<file path="config.mk">
export PLATFORM = sky130hd
export DESIGN_NAME = follow_mode_transition_controller_top
export DESIGN_NICKNAME = d
export VERILOG_FILES = /design/src/sv/fmtc_pkg.sv /design/src/sv/fmtc_in_reg.sv /design/src/sv/fmtc_core.sv /design/src/sv/fmtc_out_reg.sv /design/src/sv/follow_mode_transition_controller_top.sv
export SDC_FILE = /design/constraint.sdc
export NUM_CORES = 2
export LEC_CHECK = 0
export BUFFER_PORTS_ARGS = -buffer_cell sky130_fd_sc_hd__buf_2
export CORE_MARGIN = 2
export CORE_UTILIZATION = 60
export CTS_CLUSTER_DIAMETER = 120
export CTS_CLUSTER_SIZE = 40
export DETAILED_ROUTE_END_ITERATION = 8
export GPL_TIMING_DRIVEN = 0
export PLACE_DENSITY = 0.82
export SETUP_SLACK_MARGIN = 0.05
export SYNTH_ARGS = -nofsm -noshare
export SYNTH_HDL_FRONTEND = slang
export SYNTH_SLANG_ARGS = --single-unit
</file>
<file path="constraint.sdc">
create_clock -name i_clk -period 18.7 [get_ports i_clk]
set_clock_uncertainty 0.1 [all_clocks]
set_input_delay 3.74 -clock i_clk [delete_from_list [all_inputs] [get_ports i_clk]]
set_output_delay 3.74 -clock i_clk [all_outputs]
set_load 0.01 [all_outputs]
</file>
<file path="src/sv/fmtc_pkg.sv">
// Package: shared types and constants for the follow-mode transition controller.
`timescale 1ns / 1ps
package fmtc_pkg;

    localparam int SLOT_COUNT  = 8;
    localparam int EASE_MS_DEF = 150;
    localparam int LEVEL_W     = 17;
    localparam int TIME_W      = 64;
    localparam int CFG_W       = 16;
    localparam int S_TDATA_W   = 80;
    localparam int M_TDATA_W   = 32;

    localparam logic [CFG_W-1:0]   WINDOW_RESET = 16'd750;
    localparam logic [LEVEL_W-1:0] FULL_LEVEL   = 17'h10000;
    localparam logic [LEVEL_W-1:0] ZERO_LEVEL   = 17'h00000;
    localparam logic signed [3:0]  NO_SLOT      = -4'sd1;

    // input word, lowest bits last
    typedef struct packed {
        logic signed [3:0]  query_slot;
        logic signed [3:0]  candidate_slot;
        logic [TIME_W-1:0]  time_ms;
        logic               follow_request;
        logic               pose_valid;
    } t_in_word;

    // result word, lowest bits last
    typedef struct packed {
        logic               easing;
        logic               query_centring;
        logic [LEVEL_W-1:0] progress_level;
        logic signed [3:0]  reported_slot;
        logic               pose_held;
        logic               use_origin;
    } t_out_word;

    localparam int IN_W  = $bits(t_in_word);
    localparam int OUT_W = $bits(t_out_word);

endpackage

</file>
<file path="src/sv/fmtc_in_reg.sv">
// Input register: captures one update word from the slave stream.
`timescale 1ns / 1ps
module fmtc_in_reg (
    input  logic                           i_clk,
    input  logic                           i_rst_n,
    input  logic                           i_valid,
    output logic                           o_ready,
    input  logic [fmtc_pkg::S_TDATA_W-1:0] i_data,
    input  logic                           i_take,
    output logic                           o_valid,
    output fmtc_pkg::t_in_word             o_word
);
    import fmtc_pkg::*;

    logic     r_valid;
    t_in_word r_word;

    assign o_ready = !r_valid || i_take;
    assign o_valid = r_valid;
    assign o_word  = r_word;

    always_ff @(posedge i_clk) begin
        if (!i_rst_n) begin
            r_valid <= 1'b0;
        end else if (o_ready) begin
            r_valid <= i_valid;
        end
    end

    always_ff @(posedge i_clk) begin
        if (i_valid && o_ready) begin
            r_word <= t_in_word'(i_data[IN_W-1:0]);
        end
    end

endmodule

</file>
<file path="src/sv/fmtc_core.sv">
// Core: follow-mode state, disabling window and linear centring ease.
`timescale 1ns / 1ps
module fmtc_core #(
    parameter int EASE_MS = fmtc_pkg::EASE_MS_DEF
) (
    input  logic                       i_clk,
    input  logic                       i_rst_n,
    input  logic                       i_cfg_valid,
    input  logic [fmtc_pkg::CFG_W-1:0] i_cfg_data,
    input  logic                       i_step,
    input  fmtc_pkg::t_in_word         i_word,
    output fmtc_pkg::t_out_word        o_result
);
    import fmtc_pkg::*;

    // floor(x / EASE_MS) as (x * RECIP) >> SH, exact for x < 2^(LEVEL_W + EW)
    localparam int EW = (EASE_MS > 1) ? $clog2(EASE_MS) : 1;
    localparam int SH = LEVEL_W + 2 * EW;
    localparam int RW = SH - EW + 2;
    localparam logic [RW-1:0] RECIP =
        RW'(((64'd1 << SH) + 64'(EASE_MS) - 64'd1) / 64'(EASE_MS));
    localparam int KW = LEVEL_W + RW;
    localparam int PW = KW + EW;
    localparam logic [TIME_W-1:0] EASE_LEN = TIME_W'(EASE_MS);

    logic [CFG_W-1:0]   r_cfg_window;
    logic               r_prev_active, n_prev_active;
    logic               r_window_open, n_window_open;
    logic [TIME_W-1:0]  r_window_end, n_window_end;
    logic               r_ease_running, n_ease_running;
    logic               r_ease_goal_full, n_ease_goal_full;
    logic [TIME_W-1:0]  r_ease_start_ms, n_ease_start_ms;
    logic [LEVEL_W-1:0] r_ease_start_level, n_ease_start_level;
    logic [KW-1:0]      r_ease_k, n_ease_k;
    logic [LEVEL_W-1:0] r_level, n_level;
    logic signed [3:0]  r_focused, n_focused;

    logic               act;
    logic               cand_ok;
    logic               start;
    logic [TIME_W-1:0]  elapsed;
    logic               ease_done;
    logic [PW-1:0]      product;
    logic [LEVEL_W-1:0] step_q;
    logic [LEVEL_W-1:0] start_delta;
    logic [KW-1:0]      new_k;
    logic [LEVEL_W-1:0] start_goal;

    assign act         = i_word.pose_valid & i_word.follow_request;
    assign cand_ok     = !i_word.candidate_slot[3] &&
                         (int'({1'b0, i_word.candidate_slot[2:0]}) < SLOT_COUNT);
    assign elapsed     = i_word.time_ms - r_ease_start_ms;
    assign ease_done   = elapsed >= EASE_LEN;
    assign product     = PW'(r_ease_k) * PW'(elapsed[EW-1:0]);
    assign step_q      = product[SH +: LEVEL_W];
    assign start_delta = act ? (FULL_LEVEL - r_level) : r_level;
    assign new_k       = KW'(start_delta) * KW'(RECIP);
    assign start_goal  = act ? FULL_LEVEL : ZERO_LEVEL;

    always_comb begin
        n_prev_active      = act;
        n_window_open      = r_window_open;
        n_window_end       = r_window_end;
        n_ease_running     = r_ease_running;
        n_ease_goal_full   = r_ease_goal_full;
        n_ease_start_ms    = r_ease_start_ms;
        n_ease_start_level = r_ease_start_level;
        n_ease_k           = r_ease_k;
        n_level            = r_level;
        n_focused          = r_focused;
        start              = 1'b0;

        if (act != r_prev_active) begin
            if (act) begin
                n_window_open = 1'b0;
                if (cand_ok) begin
                    n_focused = i_word.candidate_slot;
                    start     = 1'b1;
                end
            end else begin
                n_window_open = 1'b1;
                n_window_end  = i_word.time_ms + TIME_W'(r_cfg_window);
                start         = !r_focused[3];
            end
        end

        if (start) begin
            // elapsed is zero on the start word, so level stays put
            n_ease_start_level = r_level;
            n_ease_goal_full   = act;
            n_ease_start_ms    = i_word.time_ms;
            n_ease_k           = new_k;
            n_ease_running     = r_level != start_goal;
            if (!n_ease_running && !act) begin
                n_focused = NO_SLOT;
            end
        end else if (r_ease_running) begin
            if (ease_done) begin
                n_level        = r_ease_goal_full ? FULL_LEVEL : ZERO_LEVEL;
                n_ease_running = 1'b0;
                if (!r_ease_goal_full) begin
                    n_focused = NO_SLOT;
                end
            end else if (r_ease_goal_full) begin
                n_level = r_ease_start_level + step_q;
            end else begin
                n_level = r_ease_start_level - step_q;
            end
        end

        if (n_window_open && (i_word.time_ms >= n_window_end)) begin
            n_window_open = 1'b0;
        end

        o_result.use_origin     = act | n_window_open;
        o_result.pose_held      = i_word.pose_valid;
        o_result.reported_slot  = act ? n_focused : NO_SLOT;
        o_result.progress_level = n_level;
        o_result.query_centring = i_word.pose_valid &&
                                  (i_word.query_slot == n_focused) &&
                                  (n_level != ZERO_LEVEL);
        o_result.easing         = n_ease_running;
    end

    always_ff @(posedge i_clk) begin
        if (!i_rst_n) begin
            r_cfg_window <= WINDOW_RESET;
        end else if (i_cfg_valid) begin
            r_cfg_window <= i_cfg_data;
        end
    end

    always_ff @(posedge i_clk) begin
        if (!i_rst_n) begin
            r_prev_active      <= 1'b0;
            r_window_open      <= 1'b0;
            r_window_end       <= '0;
            r_ease_running     <= 1'b0;
            r_ease_goal_full   <= 1'b0;
            r_ease_start_ms    <= '0;
            r_ease_start_level <= ZERO_LEVEL;
            r_ease_k           <= '0;
            r_level            <= ZERO_LEVEL;
            r_focused          <= NO_SLOT;
        end else if (i_step) begin
            r_prev_active      <= n_prev_active;
            r_window_open      <= n_window_open;
            r_window_end       <= n_window_end;
            r_ease_running     <= n_ease_running;
            r_ease_goal_full   <= n_ease_goal_full;
            r_ease_start_ms    <= n_ease_start_ms;
            r_ease_start_level <= n_ease_start_level;
            r_ease_k           <= n_ease_k;
            r_level            <= n_level;
            r_focused          <= n_focused;
        end
    end

endmodule

</file>
<file path="src/sv/fmtc_out_reg.sv">
// Result register: holds one result word for the master stream.
`timescale 1ns / 1ps
module fmtc_out_reg (
    input  logic                           i_clk,
    input  logic                           i_rst_n,
    input  logic                           i_load,
    input  fmtc_pkg::t_out_word            i_word,
    input  logic                           i_ready,
    output logic                           o_free,
    output logic                           o_valid,
    output logic [fmtc_pkg::M_TDATA_W-1:0] o_data
);
    import fmtc_pkg::*;

    logic      r_valid;
    t_out_word r_word;

    assign o_free  = !r_valid || i_ready;
    assign o_valid = r_valid;
    assign o_data  = {{(M_TDATA_W - OUT_W){1'b0}}, r_word};

    always_ff @(posedge i_clk) begin
        if (!i_rst_n) begin
            r_valid <= 1'b0;
        end else if (o_free) begin
            r_valid <= i_load;
        end
    end

    always_ff @(posedge i_clk) begin
        if (i_load && o_free) begin
            r_word <= i_word;
        end
    end

endmodule

</file>
<file path="src/sv/follow_mode_transition_controller_top.sv">
// Top level: follow-mode transition controller with stream ports and config write.
// Path: a slave word is held in the input register, then its result in the result
// register; the core steps only when the result register is free or being taken.
// Throughput: one word per cycle unless the master stalls; one core state update per word.
// The level ease uses two multiplies per word (delta by reciprocal, then by elapsed), no divider.
// Reset: synchronous, active low; clears all state, focus to none, window length to 750 ms.
`timescale 1ns / 1ps
module follow_mode_transition_controller_top #(
    parameter int EASE_MS = fmtc_pkg::EASE_MS_DEF
) (
    input  logic                           i_clk,
    input  logic                           i_rst_n,
    // fields from bit 0: pose_valid, follow_request, time_ms[63:0],
    // candidate_slot[3:0], query_slot[3:0], zero fill
    input  logic [fmtc_pkg::S_TDATA_W-1:0] i_s_tdata,
    input  logic                           i_s_tvalid,
    output logic                           o_s_tready,
    // fields from bit 0: use_origin, pose_held, reported_slot[3:0],
    // progress_level[16:0], query_centring, easing, zero fill
    output logic [fmtc_pkg::M_TDATA_W-1:0] o_m_tdata,
    output logic                           o_m_tvalid,
    input  logic                           i_m_tready,
    // disabling_window_ms
    input  logic [fmtc_pkg::CFG_W-1:0]     i_cfg_data,
    input  logic                           i_cfg_valid,
    output logic                           o_cfg_ready
);
    import fmtc_pkg::*;

    t_in_word  in_word;
    t_out_word result;
    logic      in_valid;
    logic      out_free;
    logic      step;

    assign step        = in_valid && out_free;
    assign o_cfg_ready = 1'b1;

    fmtc_in_reg u_in_reg (
        .i_clk   (i_clk),
        .i_rst_n (i_rst_n),
        .i_valid (i_s_tvalid),
        .o_ready (o_s_tready),
        .i_data  (i_s_tdata),
        .i_take  (step),
        .o_valid (in_valid),
        .o_word  (in_word)
    );

    fmtc_core #(
        .EASE_MS (EASE_MS)
    ) u_core (
        .i_clk       (i_clk),
        .i_rst_n     (i_rst_n),
        .i_cfg_valid (i_cfg_valid),
        .i_cfg_data  (i_cfg_data),
        .i_step      (step),
        .i_word      (in_word),
        .o_result    (result)
    );

    fmtc_out_reg u_out_reg (
        .i_clk   (i_clk),
        .i_rst_n (i_rst_n),
        .i_load  (step),
        .i_word  (result),
        .i_ready (i_m_tready),
        .o_free  (out_free),
        .o_valid (o_m_tvalid),
        .o_data  (o_m_tdata)
    );

endmodule

</file>
After elaboration in Yosys (flattened, before gate mapping) --
Index checks and enable logic that the tools add are counted.
Cells by class: add/sub/neg operators 5, $mul 2, order comparisons 2, equality and inequality tests 3, muxes and demuxes 26, bitwise logic cells 2, reduce and logical (&&, ||, !) cells 16
Operator list (number):
- $mux W64 | 2
- $mux W17 | 7
- $add A64 B16 Y64 | 1
- $ge A64 B64 Y1 | 1
- $ge A64 B8 Y1 const B | 1
- $sub A64 B64 Y64 | 1
- $mul A43 B8 Y50 | 1
- $mul A17 B26 Y43 const B | 1
- $mux W4 | 8
- $add A17 B17 Y17 | 1
- $ne A17 B17 Y1 | 1
- $reduce_bool A17 Y1 | 1
- $sub A17 B17 Y17 | 1
- $sub A17 B17 Y17 const A | 1
- $mux W1 | 9
- $logic_and A1 B1 Y1 | 7
- $logic_not A1 Y1 | 5
- $eq A4 B4 Y1 | 1
- $logic_or A1 B1 Y1 | 2
- $reduce_and A2 Y1 | 1
- $and A1 B1 Y1 | 1
- $ne A1 B1 Y1 | 1
- $or A1 B1 Y1 | 1
Word-level totals: bits in registers 330, input bits 101, output and inout bits 35, logic and storage cells 80

Logic depth before layout (Yosys ltp) --
depth in word-level cells 10, depth in mapped cells 48, mapped depth without buffers 47

Cells and area by module --
From an unflattened synthesis, not the netlist that was laid out.
Second synthesis, totals: cell total of the unflattened synthesis 4585, area, all modules 38944.9 um^2
By module, submodules not included:
- fmtc_core | instances 1, cells each 4465, area an instance 35783.1 um^2, sequential area each 4564.4 um^2
- fmtc_in_reg | instances 1, cells each 79, area an instance 2279.7 um^2, sequential area each 2242.2 um^2
- fmtc_out_reg | instances 1, cells each 38, area an instance 864.6 um^2, sequential area each 770.7 um^2
- follow_mode_transition_controller_top | instances 1, cells each 3, area an instance 17.5 um^2, sequential area each 0.0 um^2

Worst setup path before layout --
No wires, ideal clock.
path kind reg-to-reg, from register u_in_reg.r_word (netlist bit u_in_reg.o_word[2]), to register u_out_reg.r_word (netlist bit u_out_reg.o_data[23]) (data pin), setup time 261 ps, arrival time 9883 ps, path slack 8455 ps, cell stages (with the launch flop) 44, path buffers 1, clock period less this slack 10245 ps, cell sequence edfxtp_1 inv_1 ha_1 inv_1 fa_1 a21o_1 a31o_1 a21oi_1 xnor2_1 clkbuf_1 and2_1 fa_1 fa_1 fa_1 inv_1 fa_1 inv_1 ha_1 (+8 left out) nor3b_1 nand2b_1 a221oi_1 a21oi_1 a21oi_1 xnor2_1 ha_1 o41ai_1 o2111ai_1 or3_1 a31o_2 a21o_1 a21oi_1 xnor2_1 xnor2_1 xnor2_1 o31ai_1 nor4_2
RTL lines:
- start, declared | line fmtc_in_reg.sv:16 | t_in_word r_word;
- start signal, assigned | line fmtc_in_reg.sv:32 | r_word <= t_in_word'(i_data[IN_W-1:0]);
- end signal, assigned | line fmtc_out_reg.sv:32 | r_word <= i_word;
- end, declared | line fmtc_out_reg.sv:16 | t_out_word r_word;

==> results_dict.tcl <==
set metrics [dict create \
    status "finished clean" \
    routedWlPerCell_um 19.09 \
    overflow 0 \
    synthCells 4441 \
    vias 32301 \
    holdBufCountCts 0 \
    post_cts_buffers 0 \
    drc_errors 0 \
    maxCapViolCount 0 \
    start_util_pct 60.56 \
    synth.cell_area_um2 38060 \
    topRoutingLayerUsed "met5" \
    path_delay_family "compound AO/OA/AOI/OAI gates" \
    critPathLaunchType "flip-flop" \
    yosysSeqAreaShare_pct 19.91 \
    cts_sinks 329 \
    htreeDepth 1 \
    numCtsBuffers 12 \
    dieArea_um2 65470 \
    clk_latency_ns 0.57 \
    cp_num_buf_inv 6 \
    grt_first_pass_wirelength_mm 167.0 \
    ioPinCount 136 \
    min_from "u_core.r_ease_start_ms[31]" \
    synth_area_per_cell_um2 8.571 \
    fin_area_um2 40210 \
    worstSetupPathType "reg -> reg" \
    synth_flop_cell "dfxtp_1" \
    finalCritPeriodShare_pct 68.13 \
    die_y_um 255.9 \
    synth-edff-count 99 \
    io_buffers 119 \
    worst_setup_path_end_kind "flip-flop" \
    max-slew-margin-rel_pct 10.00 \
    reg2reg_to "u_out_reg.o_data[23]" \
    cpPeakStageDelay_ns 0.93 \
    coreArea_um2 62850 \
    ant_nets 0 \
    hold_path_depth 2 \
    r2r_start "u_in_reg.o_word[2]" \
    reg2regPathDepth 43 \
    rows 92 \
    ys_warn_count 0 \
    fin_crit_ns 12.74 \
    slowest_stage "nor2_1" \
    wl_met2_mm 48.02 \
    async_reset_ff_share_pct 0 \
    syn_to_final_growth_pct 5.644 \
    post-dp-hpwl_mm 85.16 \
    holdPathEnd "u_core.r_ease_start_ms[31]" \
    vias_per_cell 5.940 \
    crit_fanout 10 \
    cts_max_path_buffers 3 \
    track_usage_pct 31.58 \
    hold_violations 0 \
    wirelength_mm 103.8 \
    rsz0062_at_grt "false" \
    grt_antenna_before_repair 2 \
    drv_slew 0 \
    fin_nets 5477 \
    wl_met1_mm 42.09 \
    min_path_type "reg -> reg" \
    dr.first_iter.drc_count 2682 \
    dp_cells 5416 \
    power.density_nw_per_um2 102.0 \
    final_layout_size_suffix_gt1_share_pct 4.619 \
    crit_top_cell "fa_1" \
    fin_cells 5438 \
    cts_tree "yes" \
    vdd_drop_max_uv 121.9 \
    final.setup.tns_ns 0 \
    ys_ff_latch 329 \
    cts_resized 0 \
    wl_met3_mm 8.860 \
    p_leak_nw 17.66 \
    worst_pin_slew_ns 1.345 \
    fin_util_pct 63.98 \
    yosysUniqueCellTypes 91 \
    clockRootBuffer "clkbuf_16" \
    clock.fmax_mhz 78.49 \
    cp_data_arrival_time_ns 12.94 \
    r2r_slack_ns 5.96 \
    grt_max_degree 58 \
    drt-pass1-iter-count 8 \
    clk_pin_slew_ns 0.14 \
    die_w_um 255.9 \
    first_global_vias 31960 \
    worstPathRequired_ns 18.90 \
    placed_area_um2 39810 \
    setup_viol 0 \
    place_congestion 1.040 \
]
==> final cells by class <==
cell class	count	area, um^2
clock buffers	17	340.3
flip-flops and latches	329	7577
repair buffers	123	643.1
inverters	601	2256
well taps	846	1059
diodes	2	5.005
multi-input cells	3324	27510
fillers	5348	22640
plain buffers	193	784.5
clock inverters	3	41.29
==> cells in the mapped netlist (48+ instances only) <==
master | number | share of area (%)
fa_1 | 394 | 21
nand2_1 | 518 | 5.1
clkbuf_1 | 166 | 1.6
a21oi_1 | 374 | 4.9
edfxtp_1 | 99 | 7.8
xor2_1 | 54 | 1.2
inv_1 | 600 | 5.9
o21a_1 | 55 | 1.1
a211oi_1 | 53 | 1.0
nand2b_1 | 63 | 1.0
xnor2_1 | 123 | 2.8
nand3_1 | 62 | 0.82
ha_1 | 398 | 13
nand4_1 | 48 | 0.79
and2_1 | 244 | 4.0
nor2_1 | 217 | 2.1
a21o_1 | 61 | 1.2
o21ai_0 | 142 | 1.9
nor3_1 | 60 | 0.79
dfxtp_1 | 230 | 12
==> metrics by stage <==
step | setup slack (ns) | power (mW) | hold slack (ns)
4_1_cts | 6.132 | 4.041 | 0.3647
6_report | 5.960 | 4.104 | 0.3652
3_3_place_gp | 4.316 | 3.574 | 0.3417
2_1_floorplan | 8.455 | 2.968 | 0.3329
3_5_place_dp | 6.203 | 3.655 | 0.3465
5_1_grt | 5.029 | 4.438 | 0.3800
==> layer usage <==
layer	track usage (%)	up-vias
met5	0	-
met4	13.58	6
met3	5.348	256
met2	51.95	1263
met1	41.20	15657
li1	-	15119
==> cell families (layout without fill, tap and decap cells) <==
group	count (synthesis)	count (layout)	synth area share, %
AND/OR/NAND/NOR	1393	1393	18.02
AO/OA/AOI/OAI	917	917	15.21
buffers and inverters	794	937	7.985
adder cells (fa/ha/maj)	792	792	33.81
flip-flops	329	329	19.91
XOR/XNOR	177	177	4.073
multiplexers	37	37	0.9829
other	2	10	0.01973
==> worst max path at each step <==
stage	startpoint	endpoint	slack, ns	cells after the start
finish	u_in_reg.o_word[2]	u_out_reg.o_data[23]	5.96	43
global route	u_in_reg.o_word[2]	u_out_reg.o_data[23]	5.03	43
CTS	u_in_reg.o_word[2]	u_out_reg.o_data[23]	6.13	43
detailed placement	u_in_reg.o_word[2]	u_out_reg.o_data[23]	6.20	43
global placement	u_in_reg.o_word[4]	u_out_reg.o_data[23]	4.32	41
floorplan	u_in_reg.o_word[2]	u_out_reg.o_data[23]	8.46	43
==> where the power goes <==
group / switching, mW / total (mW) / internal [mW] / leakage (nW)
Combinational: 1.75 / 2.92 / 1.17 / 14.7
Sequential: 0.0467 / 0.812 / 0.765 / 2.81
Clock: 0.232 / 0.367 / 0.135 / 0.186
==> placed cells by master (no fill, tap or decap), types with 53 or more instances in the layout <==
cell	count
nor3_1	60
a21oi_1	374
inv_1	600
xor2_1	53
o21ai_0	141
o21a_1	55
and2_1	243
fa_1	394
nor2_1	217
clkbuf_1	169
edfxtp_1	99
nand2b_1	63
buf_2	128
a21o_1	61
dfxtp_1	230
nand3_1	62
xnor2_1	121
nand2_1	518
ha_1	398
==> worst min-delay path: stages (launching register included) <==
cell     delay [ns]
dfxtp_1        0.33
nand2_1        0.05
a21oi_1        0.05
==> flip-flops by register name (all words and copies together) (netlist names) <==
signal and cells:
u_core.r_focused 4, u_in_reg.o_word 74, u_core.r_ease_goal_full 1, u_in_reg.o_valid 1, u_core.r_window_open 1, u_core.r_ease_start_level 17
u_core.r_prev_active 1, u_core.r_level 17, u_core.r_window_end 64, u_core.r_ease_running 1, u_out_reg.o_valid 1, u_core.r_cfg_window 16
u_core.r_ease_k 42, u_out_reg.o_data 25, u_core.r_ease_start_ms 64
Power figures use the tool's default switching activity.
